===== src/rtl/lcdnib_pkg.sv =====
// shared types, codes and tables of the character lcd nibble sequencer
package lcdnib_pkg;

    // default for the largest number of decimal digits shown
    localparam int MAX_DIGITS_DEF = 5;

    // depth of the job queue between front and back
    localparam int QUEUE_DEPTH = 2;

    // reset value of the enable hold time register
    localparam logic [7:0] HOLD_TICKS_RESET = 8'd4;

    // request kinds as they arrive on the input
    localparam logic [2:0] KIND_CMD    = 3'd0;
    localparam logic [2:0] KIND_DATA   = 3'd1;
    localparam logic [2:0] KIND_CURSOR = 3'd2;
    localparam logic [2:0] KIND_NUMBER = 3'd3;
    localparam logic [2:0] KIND_INIT   = 3'd4;

    // register indexes of the configuration port
    localparam logic [0:0] REG_HOLD_TICKS = 1'b0;

    // line base addresses and the ascii digit base
    localparam logic [7:0] LINE1_BASE = 8'h80;
    localparam logic [7:0] LINE2_BASE = 8'hC0;
    localparam logic [7:0] ASCII_ZERO = 8'h30;

    // register select levels
    localparam logic RS_CMD  = 1'b0;
    localparam logic RS_DATA = 1'b1;

    // reciprocal of ten for 16-bit values, used with a 19-bit shift
    localparam logic [15:0] RECIP_TEN = 16'hCCCD;
    localparam int          RECIP_SHIFT = 19;

    // number of bytes in the initialisation sequence
    localparam logic [3:0] INIT_BYTES = 4'd5;

    // job kinds carried from front to back
    typedef enum logic [2:0] {
        OP_CMD    = 3'd0,
        OP_DATA   = 3'd1,
        OP_CURSOR = 3'd2,
        OP_NUMBER = 3'd3,
        OP_INIT   = 3'd4
    } op_t;

    // control part of one job word
    typedef struct packed {
        op_t        op;
        logic [7:0] byte_val;
        logic       cursor_en;
        logic [2:0] count;
    } job_t;

    // initialisation command sequence
    function automatic logic [7:0] init_byte(input logic [2:0] idx);
        logic [7:0] b;
        case (idx)
            3'd0:    b = 8'h02;
            3'd1:    b = 8'h28;
            3'd2:    b = 8'h0C;
            3'd3:    b = 8'h01;
            3'd4:    b = 8'h80;
            default: b = 8'h80;
        endcase
        return b;
    endfunction

endpackage


===== src/rtl/lcdnib_front.sv =====
// front end: accepts requests, classifies them and extracts decimal digits
module lcdnib_front #(
    parameter int MAX_DIGITS = lcdnib_pkg::MAX_DIGITS_DEF
) (
    input  logic                  clk,
    input  logic                  rst_n,
    input  logic                  push,
    output logic                  full,
    input  logic [2:0]            kind,
    input  logic [7:0]            byte_value,
    input  logic [7:0]            row,
    input  logic [7:0]            column,
    input  logic [15:0]           number,
    input  logic [2:0]            digit_count,
    output logic                  q_push,
    input  logic                  q_full,
    output lcdnib_pkg::job_t      q_job,
    output logic [(((MAX_DIGITS < 7) ? MAX_DIGITS : 7) * 4)-1:0] q_digits
);

    // a three-bit count never asks for more than seven digits
    localparam int DIG_N = (MAX_DIGITS < 7) ? MAX_DIGITS : 7;

    typedef enum logic [1:0] {
        F_IDLE  = 2'b01,
        F_DIGIT = 2'b10
    } fstate_t;

    fstate_t           state_reg, state_next;
    logic [15:0]       val_reg;
    logic [2:0]        done_reg, done_next;
    lcdnib_pkg::job_t  job_reg;
    logic [3:0]        digits_reg [DIG_N];

    logic              accept;
    logic              row_ok;
    logic [7:0]        cursor_byte;
    logic [2:0]        cnt_sat;
    lcdnib_pkg::job_t  new_job;
    logic              new_direct;
    logic              new_digits;
    logic [31:0]       prod;
    logic [12:0]       quot;
    logic [15:0]       quot_ten;
    logic [15:0]       rem_full;
    logic              digit_step;

    // classify the request on the input
    always_comb
    begin
        row_ok      = (row == 8'd1) || (row == 8'd2);
        cursor_byte = (row == 8'd1) ? (lcdnib_pkg::LINE1_BASE + column)
                                    : (lcdnib_pkg::LINE2_BASE + column);
        if (int'(digit_count) > MAX_DIGITS)
            cnt_sat = 3'(MAX_DIGITS);
        else
            cnt_sat = digit_count;
        new_job.op        = lcdnib_pkg::OP_CMD;
        new_job.byte_val  = byte_value;
        new_job.cursor_en = 1'b0;
        new_job.count     = 3'd0;
        new_direct        = 1'b0;
        new_digits        = 1'b0;
        case (kind)
            lcdnib_pkg::KIND_CMD:
            begin
                new_direct = 1'b1;
            end
            lcdnib_pkg::KIND_DATA:
            begin
                new_job.op = lcdnib_pkg::OP_DATA;
                new_direct = 1'b1;
            end
            lcdnib_pkg::KIND_CURSOR:
            begin
                new_job.op       = lcdnib_pkg::OP_CURSOR;
                new_job.byte_val = cursor_byte;
                new_direct       = row_ok;
            end
            lcdnib_pkg::KIND_NUMBER:
            begin
                new_job.op        = lcdnib_pkg::OP_NUMBER;
                new_job.byte_val  = cursor_byte;
                new_job.cursor_en = row_ok;
                new_job.count     = cnt_sat;
                new_direct        = row_ok && (cnt_sat == 3'd0);
                new_digits        = (cnt_sat != 3'd0);
            end
            lcdnib_pkg::KIND_INIT:
            begin
                new_job.op = lcdnib_pkg::OP_INIT;
                new_direct = 1'b1;
            end
            default:
            begin
                new_direct = 1'b0;
            end
        endcase
    end

    assign full   = (state_reg != F_IDLE) || q_full;
    assign accept = push && !full;

    // one decimal digit per cycle by reciprocal multiply
    assign prod       = val_reg * lcdnib_pkg::RECIP_TEN;
    assign quot       = prod[31:lcdnib_pkg::RECIP_SHIFT];
    assign quot_ten   = {quot, 3'b000} + {2'b00, quot, 1'b0};
    assign rem_full   = val_reg - quot_ten;
    assign digit_step = (state_reg == F_DIGIT) && (done_reg != job_reg.count);

    // sequencing of the front
    always_comb
    begin
        state_next = state_reg;
        done_next  = done_reg;
        q_push     = 1'b0;
        q_job      = new_job;
        case (state_reg)
            F_IDLE:
            begin
                q_push = accept && new_direct;
                if (accept && new_digits)
                begin
                    state_next = F_DIGIT;
                    done_next  = 3'd0;
                end
            end
            F_DIGIT:
            begin
                q_job = job_reg;
                if (digit_step)
                    done_next = done_reg + 3'd1;
                else if (!q_full)
                begin
                    q_push     = 1'b1;
                    state_next = F_IDLE;
                end
            end
            default:
            begin
                state_next = F_IDLE;
            end
        endcase
    end

    // control registers
    always_ff @(posedge clk or negedge rst_n)
    begin
        if (!rst_n)
        begin
            state_reg <= F_IDLE;
            done_reg  <= 3'd0;
        end
        else
        begin
            state_reg <= state_next;
            done_reg  <= done_next;
        end
    end

    // request capture and digit store
    always_ff @(posedge clk)
    begin
        if (accept)
        begin
            job_reg <= new_job;
            val_reg <= number;
        end
        else if (digit_step)
        begin
            val_reg <= {3'b000, quot};
        end
        for (int i = 0; i < DIG_N; i++)
        begin
            if (digit_step && (done_reg == 3'(i)))
                digits_reg[i] <= rem_full[3:0];
        end
    end

    // flatten digits for the queue, least significant in entry zero
    always_comb
    begin
        for (int i = 0; i < DIG_N; i++)
            q_digits[i*4 +: 4] = digits_reg[i];
    end

endmodule


===== src/rtl/lcdnib_queue.sv =====
// short job queue between front and back, first word shown ahead
module lcdnib_queue #(
    parameter int WIDTH = 16
) (
    input  logic             clk,
    input  logic             rst_n,
    input  logic             wr_en,
    input  logic [WIDTH-1:0] wr_data,
    output logic             q_full,
    input  logic             rd_en,
    output logic             q_valid,
    output logic [WIDTH-1:0] rd_data
);

    localparam int DEPTH = lcdnib_pkg::QUEUE_DEPTH;
    localparam int PTR_W = (DEPTH > 1) ? $clog2(DEPTH) : 1;
    localparam int CNT_W = $clog2(DEPTH + 1);

    logic [WIDTH-1:0] mem_reg [DEPTH];
    logic [PTR_W-1:0] wr_ptr_reg, rd_ptr_reg;
    logic [CNT_W-1:0] count_reg;
    logic             do_wr, do_rd;

    assign q_full  = (count_reg == CNT_W'(DEPTH));
    assign q_valid = (count_reg != '0);
    assign rd_data = mem_reg[rd_ptr_reg];
    assign do_wr   = wr_en && !q_full;
    assign do_rd   = rd_en && q_valid;

    // pointers and fill count
    always_ff @(posedge clk or negedge rst_n)
    begin
        if (!rst_n)
        begin
            wr_ptr_reg <= '0;
            rd_ptr_reg <= '0;
            count_reg  <= '0;
        end
        else
        begin
            if (do_wr)
                wr_ptr_reg <= (wr_ptr_reg == PTR_W'(DEPTH - 1)) ? '0 : wr_ptr_reg + 1'b1;
            if (do_rd)
                rd_ptr_reg <= (rd_ptr_reg == PTR_W'(DEPTH - 1)) ? '0 : rd_ptr_reg + 1'b1;
            if (do_wr && !do_rd)
                count_reg <= count_reg + 1'b1;
            else if (do_rd && !do_wr)
                count_reg <= count_reg - 1'b1;
        end
    end

    // storage
    always_ff @(posedge clk)
    begin
        if (do_wr)
            mem_reg[wr_ptr_reg] <= wr_data;
    end

endmodule


===== src/rtl/lcdnib_back.sv =====
// back end: walks a job nibble by nibble into the output register
module lcdnib_back #(
    parameter int MAX_DIGITS = lcdnib_pkg::MAX_DIGITS_DEF
) (
    input  logic                  clk,
    input  logic                  rst_n,
    input  logic                  q_valid,
    input  lcdnib_pkg::job_t      q_job,
    input  logic [(((MAX_DIGITS < 7) ? MAX_DIGITS : 7) * 4)-1:0] q_digits,
    output logic                  q_pop,
    input  logic                  pop,
    output logic                  empty,
    output logic                  register_select,
    output logic [3:0]            nibble,
    output logic                  last
);

    localparam int DIG_N = (MAX_DIGITS < 7) ? MAX_DIGITS : 7;

    logic [3:0] nib_idx_reg;
    logic       out_valid_reg;
    logic       rs_reg;
    logic [3:0] nib_reg;
    logic       last_reg;

    logic       advance;
    logic [2:0] byte_idx;
    logic [3:0] total;
    logic [4:0] last_idx;
    logic       is_last;
    logic [2:0] dig_idx;
    logic [3:0] dig_sel;
    logic [7:0] cur_byte;
    logic       cur_rs;

    assign byte_idx = nib_idx_reg[3:1];
    assign advance  = q_valid && (!out_valid_reg || pop);

    // byte count of the job and position of its final nibble
    always_comb
    begin
        case (q_job.op)
            lcdnib_pkg::OP_INIT:   total = lcdnib_pkg::INIT_BYTES;
            lcdnib_pkg::OP_NUMBER: total = {3'b000, q_job.cursor_en} + {1'b0, q_job.count};
            default:               total = 4'd1;
        endcase
        last_idx = {total, 1'b0} - 5'd1;
        is_last  = (nib_idx_reg == last_idx[3:0]);
    end

    // digit for this byte, most significant first
    always_comb
    begin
        dig_idx = q_job.count - 3'd1 - (byte_idx - {2'b00, q_job.cursor_en});
        dig_sel = 4'd0;
        for (int i = 0; i < DIG_N; i++)
        begin
            if (dig_idx == 3'(i))
                dig_sel = q_digits[i*4 +: 4];
        end
    end

    // byte and register select of the current position
    always_comb
    begin
        cur_byte = q_job.byte_val;
        cur_rs   = lcdnib_pkg::RS_CMD;
        case (q_job.op)
            lcdnib_pkg::OP_DATA:
            begin
                cur_rs = lcdnib_pkg::RS_DATA;
            end
            lcdnib_pkg::OP_INIT:
            begin
                cur_byte = lcdnib_pkg::init_byte(byte_idx);
            end
            lcdnib_pkg::OP_NUMBER:
            begin
                if (!(q_job.cursor_en && (byte_idx == 3'd0)))
                begin
                    cur_byte = lcdnib_pkg::ASCII_ZERO | {4'h0, dig_sel};
                    cur_rs   = lcdnib_pkg::RS_DATA;
                end
            end
            default:
            begin
                cur_rs = lcdnib_pkg::RS_CMD;
            end
        endcase
    end

    assign q_pop = advance && is_last;

    // position counter and output word valid
    always_ff @(posedge clk or negedge rst_n)
    begin
        if (!rst_n)
        begin
            nib_idx_reg   <= 4'd0;
            out_valid_reg <= 1'b0;
        end
        else
        begin
            if (advance)
            begin
                nib_idx_reg   <= is_last ? 4'd0 : nib_idx_reg + 4'd1;
                out_valid_reg <= 1'b1;
            end
            else if (pop)
            begin
                out_valid_reg <= 1'b0;
            end
        end
    end

    // output word, high nibble first
    always_ff @(posedge clk)
    begin
        if (advance)
        begin
            rs_reg   <= cur_rs;
            nib_reg  <= nib_idx_reg[0] ? cur_byte[3:0] : cur_byte[7:4];
            last_reg <= is_last;
        end
    end

    assign empty           = !out_valid_reg;
    assign register_select = rs_reg;
    assign nibble          = nib_reg;
    assign last            = last_reg;

endmodule


===== src/rtl/char_lcd_nibble_sequencer.sv =====
// top level of the character lcd nibble sequencer
//
// Requests come in on a queue-style port: a word is taken when push is high
// and full is low. Each request turns into the 4-bit transfers of a
// character display, one output word per nibble, high nibble first, with
// last set on the final nibble of the request. Results leave on a queue-style
// port: the oldest word is shown while empty is low and is taken with pop.
// Flow: a request passes the front end, the job queue and the output register;
// a show-number request first waits in the iterative divide-by-ten unit of
// the front end for its digits, which also holds full for that time.
// Throughput: one nibble per cycle at the output while pop stays high; a request
// sends two nibbles per byte, and a two-word job queue lets the front take new
// requests while the back still sends nibbles.
// When pop stays low the output word holds, the queue fills and full rises.
// Reset clears all control state; the enable hold time returns to 4 ticks.
// The hold time register sits at address 0 of the APB port and is readable.
module char_lcd_nibble_sequencer #(
    parameter int MAX_DIGITS = lcdnib_pkg::MAX_DIGITS_DEF
) (
    input  logic        clk,
    input  logic        rst_n,
    input  logic        psel,
    input  logic        penable,
    input  logic        pwrite,
    input  logic [2:0]  paddr,
    input  logic [31:0] pwdata,
    output logic [31:0] prdata,
    output logic        pready,
    input  logic        push,
    output logic        full,
    input  logic [2:0]  kind,
    input  logic [7:0]  byte_value,
    input  logic [7:0]  row,
    input  logic [7:0]  column,
    input  logic [15:0] number,
    input  logic [2:0]  digit_count,
    output logic        empty,
    input  logic        pop,
    output logic        register_select,
    output logic [3:0]  nibble,
    output logic        last
);

    localparam int DIG_N = (MAX_DIGITS < 7) ? MAX_DIGITS : 7;
    localparam int JOB_W = $bits(lcdnib_pkg::job_t) + DIG_N * 4;

    logic [7:0]       hold_ticks_reg;
    logic             cfg_write;

    logic             f_push;
    logic             q_full;
    lcdnib_pkg::job_t f_job;
    logic [DIG_N*4-1:0] f_digits;
    logic             q_valid;
    logic             q_pop;
    logic [JOB_W-1:0] q_head;
    lcdnib_pkg::job_t b_job;
    logic [DIG_N*4-1:0] b_digits;

    // configuration port
    assign pready    = 1'b1;
    assign cfg_write = psel && penable && pwrite && pready;

    always_ff @(posedge clk or negedge rst_n)
    begin
        if (!rst_n)
            hold_ticks_reg <= lcdnib_pkg::HOLD_TICKS_RESET;
        else if (cfg_write && (paddr[2] == lcdnib_pkg::REG_HOLD_TICKS))
            hold_ticks_reg <= pwdata[7:0];
    end

    assign prdata = (paddr[2] == lcdnib_pkg::REG_HOLD_TICKS) ? {24'h0, hold_ticks_reg}
                                                             : 32'h0;

    // front end
    lcdnib_front #(
        .MAX_DIGITS (MAX_DIGITS)
    ) u_front (
        .clk         (clk),
        .rst_n       (rst_n),
        .push        (push),
        .full        (full),
        .kind        (kind),
        .byte_value  (byte_value),
        .row         (row),
        .column      (column),
        .number      (number),
        .digit_count (digit_count),
        .q_push      (f_push),
        .q_full      (q_full),
        .q_job       (f_job),
        .q_digits    (f_digits)
    );

    // job queue
    lcdnib_queue #(
        .WIDTH (JOB_W)
    ) u_queue (
        .clk     (clk),
        .rst_n   (rst_n),
        .wr_en   (f_push),
        .wr_data ({f_job, f_digits}),
        .q_full  (q_full),
        .rd_en   (q_pop),
        .q_valid (q_valid),
        .rd_data (q_head)
    );

    assign b_job    = q_head[JOB_W-1 -: $bits(lcdnib_pkg::job_t)];
    assign b_digits = q_head[DIG_N*4-1:0];

    // back end
    lcdnib_back #(
        .MAX_DIGITS (MAX_DIGITS)
    ) u_back (
        .clk             (clk),
        .rst_n           (rst_n),
        .q_valid         (q_valid),
        .q_job           (b_job),
        .q_digits        (b_digits),
        .q_pop           (q_pop),
        .pop             (pop),
        .empty           (empty),
        .register_select (register_select),
        .nibble          (nibble),
        .last            (last)
    );

    // a request never breaks off in the middle
    assert property (@(posedge clk) disable iff (!rst_n)
        (!empty && pop && !last) |=> !empty)
        else $error("output ran dry inside a request");

    // a waiting job reaches a free output register at once
    assert property (@(posedge clk) disable iff (!rst_n)
        (q_valid && empty) |=> !empty)
        else $error("queued job not moved to the output");

    // the queue is only drained on the final nibble of a job
    assert property (@(posedge clk) disable iff (!rst_n)
        q_pop |=> (!empty && last))
        else $error("job left the queue before its final nibble");

    // hold time register takes the written value
    assert property (@(posedge clk) disable iff (!rst_n)
        (cfg_write && (paddr[2] == lcdnib_pkg::REG_HOLD_TICKS))
            |=> (hold_ticks_reg == $past(pwdata[7:0])))
        else $error("hold time write lost");

endmodule

===== config.mk =====
export PLATFORM = sky130hd
export DESIGN_NAME = char_lcd_nibble_sequencer
export DESIGN_NICKNAME = d
export VERILOG_FILES = /design/src/rtl/lcdnib_pkg.sv /design/src/rtl/lcdnib_front.sv /design/src/rtl/lcdnib_queue.sv /design/src/rtl/lcdnib_back.sv /design/src/rtl/char_lcd_nibble_sequencer.sv
export SDC_FILE = /design/constraint.sdc
export NUM_CORES = 1
export LEC_CHECK = 0
export BUFFER_PORTS_ARGS = -buffer_cell sky130_fd_sc_hd__buf_2
export CORE_MARGIN = 2
export CORE_UTILIZATION = 40
export DETAILED_ROUTE_END_ITERATION = 10
export PLACE_DENSITY = 0.56
export SKIP_CTS_REPAIR_TIMING = 1
export SLEW_MARGIN = 40
export SYNTH_ARGS = -nofsm -noshare
export SYNTH_HDL_FRONTEND = slang
export SYNTH_SLANG_ARGS = --single-unit

===== constraint.sdc =====
create_clock -name clk -period 5.4 [get_ports clk]
set_clock_uncertainty 0.2 [all_clocks]
set_input_delay 1.08 -clock clk [delete_from_list [all_inputs] [get_ports clk]]
set_output_delay 1.08 -clock clk [all_outputs]
set_load 0.01 [all_outputs]

==> impl_metrics.json, run 1 <==
{
  "slew_viol_final": 0,
  "cts-root-buf": "clkbuf_16",
  "via_per_inst": 4.880,
  "setup_viol": 23,
  "first_pass_iters": 4,
  "hold_viol": 0,
  "clockBufferDepth": 2,
  "crit_top_cell": "ha_1",
  "synth-seq-area-share": 0.3733,
  "drtAntennaViolNets": 0,
  "syn-cell-area_sq_mm": 0.01170,
  "drt-initial-drc-count": 411,
  "ys_warn_count": 0,
  "cts_buffers": 17,
  "clkLatencyLatePin_ns": 0.42,
  "cts_tree": "built",
  "r2r_start": "u_front.val_reg[9]",
  "status": "finished with violations",
  "dieArea_sq_mm": 0.03063,
  "rsz0062_at_grt": "true",
  "end_kind": "flop",
  "hold_ws_ns": 0.2406,
  "ys_top_cells_by_area": "edfxtp_1 (33%), ha_1 (16%), fa_1 (14%), inv_1 (5.6%), dfrtp_1 (4.3%)",
  "fp.dieW_um": 175.0,
  "cpPeakStageDelay_ns": 0.55,
  "grt_pass1_wl_mm": 43.10,
  "num_vias": 7823,
  "synth_edf_count": 127,
  "path_cells": "buf_4 -> ha_1 -> ha_1 -> ha_1 -> fa_1 -> fa_1 -> inv_1 -> fa_1 -> inv_1 -> ha_1 -> and3_1 -> a22oi_2 -> o21ai_2 -> a211oi_2 -> xnor2_1 -> ha_2 -> xnor2_2 -> xnor2_2 -> xnor2_4",
  "pre_cts_ws_ns": -0.5257,
  "synth_top_area_frac": 0.3260,
  "setup_slack_ns": -0.3391,
  "synth_cells": 1021,
  "place.gp.congestion": 0.8784,
  "drive_above_1_share": 0.2822,
  "io_buffer_count": 77,
  "maxSlewHeadroom": 0.5125,
  "io_pins": 129,
  "min_path_cells": 0,
  "timing.fmax_mhz": 174.2,
  "synth_cell_types": 73,
  "grt_pass1_vias": 7916,
  "grt_max_degree": 36,
  "holdPathEnd": "u_queue.mem_reg[0][7]",
  "crit_family": "adder cells",
  "grt_usage": 0.1845,
  "r2r_setup_slack_ns": -0.34,
  "cts_max_level": 4,
  "critical_path_class": "reg -> reg",
  "antenna_found_initial": 0,
  "ys_async_sr_fraction": 0.1477,
  "crit_path_start_kind": "flop",
  "die_h_um": 175.0,
  "initial_core_util": 0.4064,
  "dp_hpwl_mm": 21.66,
  "violations": "setup timing",
  "area_growth_pct": 23.64,
  "crit_arrival_ns": 5.70,
  "rows": 62,
  "path_clk_slew_ns": 0.07,
  "cpMaxStageDelayCell": "fa_1",
  "nets": 1522,
  "crit_fanout": 5,
  "largest_reg_flops": 70,
  "post-route-period-util": 1.063,
  "fill_cells": 2587,
  "cap_violations": 0,
  "min_path_type": "reg -> reg",
  "ys.flop_type": "edfxtp_1",
  "core_sq_mm": 0.02878,
  "drc": 0,
  "n_antenna_cell": 0,
  "hp-start": "u_front.digits_reg[0][7]",
  "r2r_end": "u_front.digits_reg[0][7]",
  "final.min_clock_period_ns": 5.739,
  "yosysTopAreaCell": "edfxtp_1",
  "syn_avg_cell_area_sq_um": 11.46,
  "cp_data_required_time_ns": 5.36,
  "post_drt_wl_per_cell_um": 17.00,
  "r2r_cells": 19,
  "tightest_slew_ns": 0.7264,
  "cts_sinks": 149,
  "crit_buf_inv": 3,
  "totalWireLength_mm": 27.25,
  "overflow": 0,
  "synth-seq-cells": 149
}
worst max-delay path by stage:
stage | cells after the start | from | slack (ns) | end
2_1_floorplan | 20 | u_front.val_reg[3] | 0.003 | u_front.digits_reg[0][11]
3_5_place_dp | 21 | u_front.val_reg[1] | -0.53 | u_front.digits_reg[0][15]
5_1_grt | 19 | u_front.val_reg[9] | -0.49 | u_front.digits_reg[0][7]
3_3_place_gp | 20 | u_front.val_reg[7] | -0.50 | u_front.digits_reg[0][7]
6_report | 19 | u_front.val_reg[9] | -0.34 | u_front.digits_reg[0][7]
4_1_cts | 20 | u_front.val_reg[7] | -0.57 | u_front.digits_reg[0][7]
cell usage after synthesis, types with 3 or more instances:
master and number:
a2111oi_0 3, a211oi_1 7, a21o_1 24, a21oi_1 30, a22o_1 3, a31oi_1 4
a41oi_1 3, and2_1 8, and3_1 7, buf_2 3, buf_4 25, clkbuf_1 14
dfrtp_1 20, edfxtp_1 127, fa_1 82, ha_1 146, inv_1 174, mux2_2 22
mux2i_1 15, mux4_2 8, nand2_1 69, nand2b_1 6, nand3_1 16, nand3b_1 5
nand4_1 5, nand4b_1 3, nor2_1 32, nor2b_1 14, nor3_1 10, nor3b_1 4
o211ai_1 3, o21ai_0 12, o21ai_1 17, o22ai_1 5, o31ai_1 5, or3b_1 3
xnor2_1 25, xor2_1 16
worst register-to-register path, stage by stage, from the launching register on:
cell	delay, ns
edfxtp_1	0.46
buf_4	0.18
ha_1	0.32
ha_1	0.33
ha_1	0.33
fa_1	0.48
fa_1	0.54
inv_1	0.06
fa_1	0.55
inv_1	0.05
ha_1	0.30
and3_1	0.17
a22oi_2	0.19
o21ai_2	0.10
a211oi_2	0.29
xnor2_1	0.19
ha_2	0.24
xnor2_2	0.08
xnor2_2	0.28
xnor2_4	0.12
metrics by stage:
stage / cells / TNS (ns) / utilization / instance area (sq um)
2_1_floorplan: 1044 / 0 / - / 11970
3_3_place_gp: 1555 / -8.227 / 0.4615 / 13280
3_5_place_dp: 1555 / -8.392 / 0.4615 / 13280
4_1_cts: 1587 / -9.338 / 0.4821 / 13880
5_1_grt: 1603 / -8.393 / 0.5025 / 14460
6_report: 1603 / -4.760 / 0.5025 / 14460
cell families (layout without fill, tap and decap cells):
family,count (synthesis),in the layout,share of synthesized area
adder cells (fa/ha/maj),228,228,0.2965
buffers and inverters,221,396,0.08086
AND/OR/NAND/NOR,194,194,0.08483
flip-flops,149,149,0.3733
AO/OA/AOI/OAI,136,136,0.07680
multiplexers,48,48,0.05359
XOR/XNOR,43,43,0.03348
other,2,25,0.0006420
metal layers:
layer	vias up	routed length, um	global-route usage
met5	-	0	0
met4	0	338	0.04757
met3	19	905	0.02654
met2	127	12760	0.2887
met1	3836	13250	0.2696
li1	3841	-	-
final cells by class:
cell class              count  area [sq um]  area share
well taps                 384         480.5     0.03322
flip-flops and latches    149          4367      0.3019
repair buffers            189          1256     0.08686
clock inverters            15         168.9     0.01168
inverters                 175         656.9     0.04542
multi-input cells         674          7108      0.4915
clock buffers              17         425.4     0.02941
cell usage in the layout, fill, tap and decap left out, types with 6 or more instances in the layout:
master       n
dfrtp_1     20
conb_1      25
inv_1      165
and3_1       6
inv_2       10
nand2b_1     6
nand3_1     15
o21ai_1     17
a21oi_2      7
clkbuf_16   17
and2_1       7
xor2_1      15
nor2_1      28
buf_4      104
mux2i_1     15
o21ai_0      7
mux2_2      22
ha_4        21
buf_2       77
nand2_1     66
a21oi_1     24
edfxtp_1   127
fa_1        80
xnor2_1     20
nor2b_1     14
a21o_1      24
ha_1       121
buf_6        8
mux4_2       8
inv_6        6
nor3_1       9
Power of run 1 is left out: the tool's default activity adds up to more than one toggle a clock period on the data nets, which glitch-free logic cannot reach.
==> run 2, diff against run 1 <==
--- a/config.mk
+++ b/config.mk
@@ -5,9 +5,11 @@
 export SDC_FILE = /design/constraint.sdc
 export NUM_CORES = 1
 export LEC_CHECK = 0
+export ABC_AREA = 1
 export BUFFER_PORTS_ARGS = -buffer_cell sky130_fd_sc_hd__buf_2
 export CORE_MARGIN = 2
 export CORE_UTILIZATION = 40
+export CTS_CLUSTER_DIAMETER = 120
 export DETAILED_ROUTE_END_ITERATION = 10
 export PLACE_DENSITY = 0.56
 export SKIP_CTS_REPAIR_TIMING = 1
==> run 2 against run 1 <==
Net effect: sequential share of layout area fell by 1.5 points; highest routed layer unchanged; largest cell class unchanged; via count rose by 19%; cell count is 22% higher; the run still ends with setup timing left.
==> impl_metrics.json, run 2 <==
{
  "status": "finished with violations",
  "violations": "setup timing",
  "dieArea_sq_mm": 0.03196,
  "overflow": 0,
  "yosysTopAreaCell": "edfxtp_1",
  "final_common_cell": "nand2_1",
  "synth-seq-area-share": 0.3574,
  "post_drt_wl_per_cell_um": 15.81,
  "area_growth_pct": 24.68,
  "r2r_setup_slack_ns": -0.36,
  "first_pass_iters": 5,
  "clockBufferDepth": 2,
  "clkLatencyLatePin_ns": 0.43,
  "drtAntennaViolNets": 0,
  "initial_core_util": 0.4089,
  "tightest_slew_ns": 0.7011,
  "rows": 63,
  "slew_viol_final": 0,
  "fill_cells": 2772,
  "core_sq_mm": 0.02987,
  "end_kind": "flop",
  "via_per_inst": 4.754,
  "num_vias": 9285,
  "maxSlewHeadroom": 0.5290,
  "use_met3": 0.02905,
  "crit_buf_inv": 6,
  "dp_hpwl_mm": 24.78,
  "timing.fmax_mhz": 173.5,
  "fp.dieW_um": 178.8,
  "synth_top_area_frac": 0.3122,
  "hp-start": "u_front.digits_reg[0][0]",
  "cts_buffers": 17,
  "min_path_type": "reg -> reg",
  "die_h_um": 178.8,
  "cts-root-buf": "clkbuf_16",
  "path_cells": "ha_4 -> inv_2 -> fa_1 -> inv_2 -> fa_1 -> fa_1 -> fa_1 -> inv_1 -> fa_1 -> inv_2 -> ha_4 -> a21oi_4 -> o21ai_2 -> o21bai_4 -> inv_2 -> nand3_1 -> and2_4 -> ha_4 -> xnor2_4 -> nand3_2 -> nand2_1 -> nand2_1 -> nand2_1 -> inv_2",
  "setup_viol": 21,
  "io_pins": 129,
  "final.min_clock_period_ns": 5.763,
  "synthTopCellsByCount": "nand2_1 (297), inv_1 (265), ha_1 (146)",
  "grt_pass1_wl_mm": 48.16,
  "ys_async_sr_fraction": 0.1477,
  "n_antenna_cell": 0,
  "antenna_found_initial": 0,
  "syn_avg_cell_area_sq_um": 9.070,
  "cpPeakStageDelay_ns": 0.54,
  "crit_path_start_kind": "flop",
  "post-route-period-util": 1.067,
  "synth_edf_count": 127,
  "ys_warn_count": 0,
  "grt_pass1_vias": 9201,
  "drt-initial-drc-count": 482,
  "yosysMostFrequentCell": "nand2_1",
  "grt-busiest-layer": "met2",
  "synth_cells": 1347,
  "met2_usage": 0.3386,
  "r2r_start": "u_front.val_reg[2]",
  "use_met1": 0.2691,
  "path_depth": 24,
  "synth_cell_types": 46,
  "path_clk_slew_ns": 0.07,
  "grt_max_degree": 38,
  "cap_violations": 0,
  "final_util": 0.5099,
  "r2r_end": "u_front.digits_reg[0][15]",
  "critPathLaunch": "u_front.val_reg[2]",
  "layout_common_cells": "nand2_1 (276), inv_1 (245), edfxtp_1 (127)",
  "ys_top_cells_by_area": "edfxtp_1 (31%), ha_1 (15%), fa_1 (13%), nand2_1 (9.1%), inv_1 (8.1%)",
  "cp_data_required_time_ns": 5.37,
  "critical_path_class": "reg -> reg",
  "nets": 1866,
  "crit_family": "adder cells",
  "drc": 0,
  "cpMaxStageDelayCell": "edfxtp_1",
  "cts_tree": "built",
  "ys.flop_type": "edfxtp_1",
  "crit_arrival_ns": 5.74,
  "cp-endpoint": "u_front.digits_reg[0][15]",
  "place.gp.congestion": 0.8825,
  "largest_reg_flops": 70,
  "totalWireLength_mm": 30.88,
  "r2r_cells": 24,
  "io_buffer_count": 77,
  "crit_fanout": 5,
  "cts_sinks": 149,
  "syn-cell-area_sq_mm": 0.01222,
  "rsz0062_at_grt": "true",
  "synth-seq-cells": 149,
  "drive_above_1_share": 0.2495,
  "grt_usage": 0.1994,
  "hold_viol": 0,
  "cts_max_level": 4,
  "setup_slack_ns": -0.3626
}
-- run 2: cell types whose count changed in the layout (fill, tap and decap cells not counted), sizes merged, moves of 8 or more --
cell / change
nor2: +80
o21ai: +9
a21oi: +12
xnor2: -15
buf: +15
mux2: -24
nand3: +47
mux4: -8
nor2b: -14
a21o: -18
mux2i: -9
inv: +93
nand2: +239
-- run 2: cell families (layout without fill, tap and decap cells) --
group	after synthesis	after routing	share of synthesized area
other cells	2	25	0.0006147
flops	149	149	0.3574
fa+ha+maj	228	228	0.2839
xor+xnor	23	23	0.01710
buf+inv	311	504	0.1048
simple gates	517	517	0.1785
compound gates	110	110	0.05193
mux	7	7	0.005736
-- run 2: area by class of cell --
type | count | area [sq um] | share of cell area
Sequential cell | 149 | 4367 | 0.2867
Clock buffer | 17 | 425.4 | 0.02793
Inverter | 268 | 1012 | 0.06645
Tap cell | 390 | 488.0 | 0.03204
Multi-Input combinational cell | 910 | 7347 | 0.4823
Clock inverter | 15 | 207.7 | 0.01364
Timing Repair Buffer | 204 | 1385 | 0.09093
-- run 2: worst min-delay path by stage --
stage / to / cells past startpoint
2_1_floorplan: u_queue.mem_reg[0][0] / 0
3_3_place_gp: u_queue.mem_reg[1][6] / 0
3_5_place_dp: u_queue.mem_reg[0][0] / 0
4_1_cts: u_queue.mem_reg[0][0] / 0
5_1_grt: u_queue.mem_reg[1][0] / 0
6_report: u_queue.mem_reg[0][0] / 0
-- run 2: worst reg2reg max path: cells and delay by family (launching register included) --
kind	cells	cell delay [ns]
AO/OA/AOI/OAI	3	0.45
XOR/XNOR	1	0.17
adder cells (fa/ha/maj)	8	3.28
buffers and inverters	6	0.30
flip-flops	1	0.54
AND/OR/NAND/NOR	6	0.57
-- run 2: metrics by stage --
step | setup TNS [ns] | instance area (sq um) | hold WS [ns] | cells | worst slack, ns
2_1_floorplan | 0 | 12450 | 0.2215 | 1370 | 0.009587
3_3_place_gp | -6.760 | 13880 | 0.2225 | 1903 | -0.4851
3_5_place_dp | -7.292 | 13920 | 0.2311 | 1905 | -0.5167
4_1_cts | -8.355 | 14560 | 0.2474 | 1937 | -0.5808
5_1_grt | -9.334 | 15230 | 0.2542 | 1953 | -0.5529
6_report | -5.101 | 15230 | 0.2460 | 1953 | -0.3626
-- run 2: metal layers --
metal  up-vias  routed length (um)
li1       4656                   -
met1      4439               14060
met2       160               15310
met3        30                 981
met4         0                 537
met5         -                   0
Power of run 2 is left out for the same reason.
==> run 3, diff against run 2 <==
--- a/config.mk
+++ b/config.mk
@@ -6,12 +6,12 @@
 export NUM_CORES = 1
 export LEC_CHECK = 0
 export ABC_AREA = 1
-export BUFFER_PORTS_ARGS = -buffer_cell sky130_fd_sc_hd__buf_2
 export CORE_MARGIN = 2
 export CORE_UTILIZATION = 40
-export CTS_CLUSTER_DIAMETER = 120
+export CTS_CLUSTER_DIAMETER = 40
 export DETAILED_ROUTE_END_ITERATION = 10
-export PLACE_DENSITY = 0.56
+export DONT_BUFFER_PORTS = 1
+export PLACE_DENSITY = 0.66
 export SKIP_CTS_REPAIR_TIMING = 1
 export SLEW_MARGIN = 40
 export SYNTH_ARGS = -nofsm -noshare
==> run 3 against run 2 <==
Net effect: the run still ends with setup timing left; sequential share of layout area is 0.90 points higher; first-iteration DRC count is 32% higher; setup slack better by 0.072 ns.
==> impl_metrics.json, run 3 (synthesized netlist as in run 2, its figures left out) <==
{
  "drive_above_1_share": 0.2096,
  "cp-endpoint": "u_front.digits_reg[0][7]",
  "via_per_inst": 4.909,
  "overflow": 0,
  "post-route-period-util": 1.054,
  "final.min_clock_period_ns": 5.690,
  "grt_max_degree": 38,
  "cts_max_level": 4,
  "grt_pass1_vias": 9052,
  "crit_path_start_kind": "flop",
  "totalWireLength_mm": 30.34,
  "critical_path_class": "reg -> reg",
  "status": "finished with violations",
  "min_path_type": "in -> async",
  "hold_ws_ns": 0.1409,
  "timing.fmax_mhz": 175.7,
  "dieArea_sq_mm": 0.03196,
  "area_growth_pct": 20.90,
  "rsz0062_at_grt": "true",
  "largest_reg_flops": 70,
  "clockBufferDepth": 2,
  "path_clk_slew_ns": 0.07,
  "antenna_found_initial": 1,
  "crit_arrival_ns": 5.67,
  "die_h_um": 178.8,
  "first_pass_iters": 5,
  "initial_core_util": 0.4089,
  "fin_cells": 1875,
  "io_buffer_count": 0,
  "tightest_slew_ns": 0.6894,
  "cp_data_required_time_ns": 5.38,
  "setup_slack_ns": -0.2902,
  "r2r_start": "u_front.val_reg[3]",
  "slew_viol_final": 0,
  "cpPeakStageDelay_ns": 0.55,
  "violations": "setup timing",
  "r2r_end": "u_front.digits_reg[0][7]",
  "fp.dieW_um": 178.8,
  "nets": 1787,
  "grt_usage": 0.1919,
  "drtAntennaViolNets": 0,
  "crit_fanout": 5,
  "hold_viol": 0,
  "post_drt_wl_per_cell_um": 16.18,
  "cpMaxStageDelayCell": "fa_1",
  "maxSlewHeadroom": 0.5399,
  "grt_pass1_wl_mm": 46.17,
  "core_sq_mm": 0.02987,
  "setup_viol": 20,
  "clkLatencyLatePin_ns": 0.43,
  "dp_cells": 1823,
  "drc": 0,
  "layout_common_cells": "nand2_1 (276), inv_1 (248), edfxtp_1 (127)",
  "drt-initial-drc-count": 637,
  "cts_sinks": 149,
  "cts_tree": "built",
  "end_kind": "flop",
  "cts-root-buf": "clkbuf_16",
  "dp_hpwl_mm": 23.71,
  "io_pins": 129,
  "r2r_setup_slack_ns": -0.29,
  "place.gp.congestion": 0.9340,
  "num_vias": 9204,
  "crit_top_cell": "fa_1",
  "rows": 63,
  "final_common_cell": "nand2_1",
  "critPathLaunch": "u_front.val_reg[3]",
  "cap_violations": 0,
  "cts_buffers": 17,
  "r2r_cells": 25
}
run 3: layout make-up:
class	count	area (sq um)
fillers	2693	15100
multi-input cells	910	7398
flip-flops and latches	149	4367
inverters	268	1011
repair buffers	125	972.2
well taps	390	488.0
clock buffers	19	432.9
clock inverters	13	98.84
diodes	1	2.502
run 3: through the flow:
step | util | setup TNS [ns] | area [sq um] | setup WS (ns)
final | 0.4944 | -3.702 | 14770 | -0.2902
after CTS | 0.4687 | -8.777 | 14000 | -0.4634
after global placement | 0.4508 | -6.104 | 13470 | -0.3242
after detailed placement | 0.4509 | -7.780 | 13470 | -0.4164
after global routing | 0.4943 | -7.912 | 14770 | -0.4833
after floorplan | - | 0 | 12450 | 0.009587
run 3: layer usage:
metal  global-route usage  share of wire  vias up
li1                     -              -     4503
met1               0.2470           0.44     4432
met2               0.3266           0.50      219
met3              0.03414          0.035       50
met4              0.06369          0.023        0
met5                    0              0        -
run 3: critical path, delay by kind of cell, from the launching register on:
family / cells / cell delay, ns
buffers and inverters: 7 / 0.49
DFF: 1 / 0.50
and+or+nand+nor: 6 / 0.53
AOI/OAI and AO/OA: 3 / 0.53
adders and majority gates: 8 / 3.03
xor gates and xnor gates: 1 / 0.17
run 3: how the worst min path moves through the flow:
| stage | from | endpoint | slack, ns | cells after the start |
|---|---|---|---|---|
| CTS | rst_n | hold_ticks_reg[6] | 0.11 | 0 |
| global route | rst_n | hold_ticks_reg[6] | 0.12 | 0 |
| floorplan | u_front.digits_reg[0][0] | u_queue.mem_reg[0][0] | 0.22 | 0 |
| finish | rst_n | hold_ticks_reg[0] | 0.14 | 0 |
| detailed placement | u_front.digits_reg[0][3] | u_queue.mem_reg[0][3] | 0.23 | 0 |
| global placement | u_front.digits_reg[0][0] | u_queue.mem_reg[0][0] | 0.22 | 0 |
Power of run 3 is left out for the same reason.
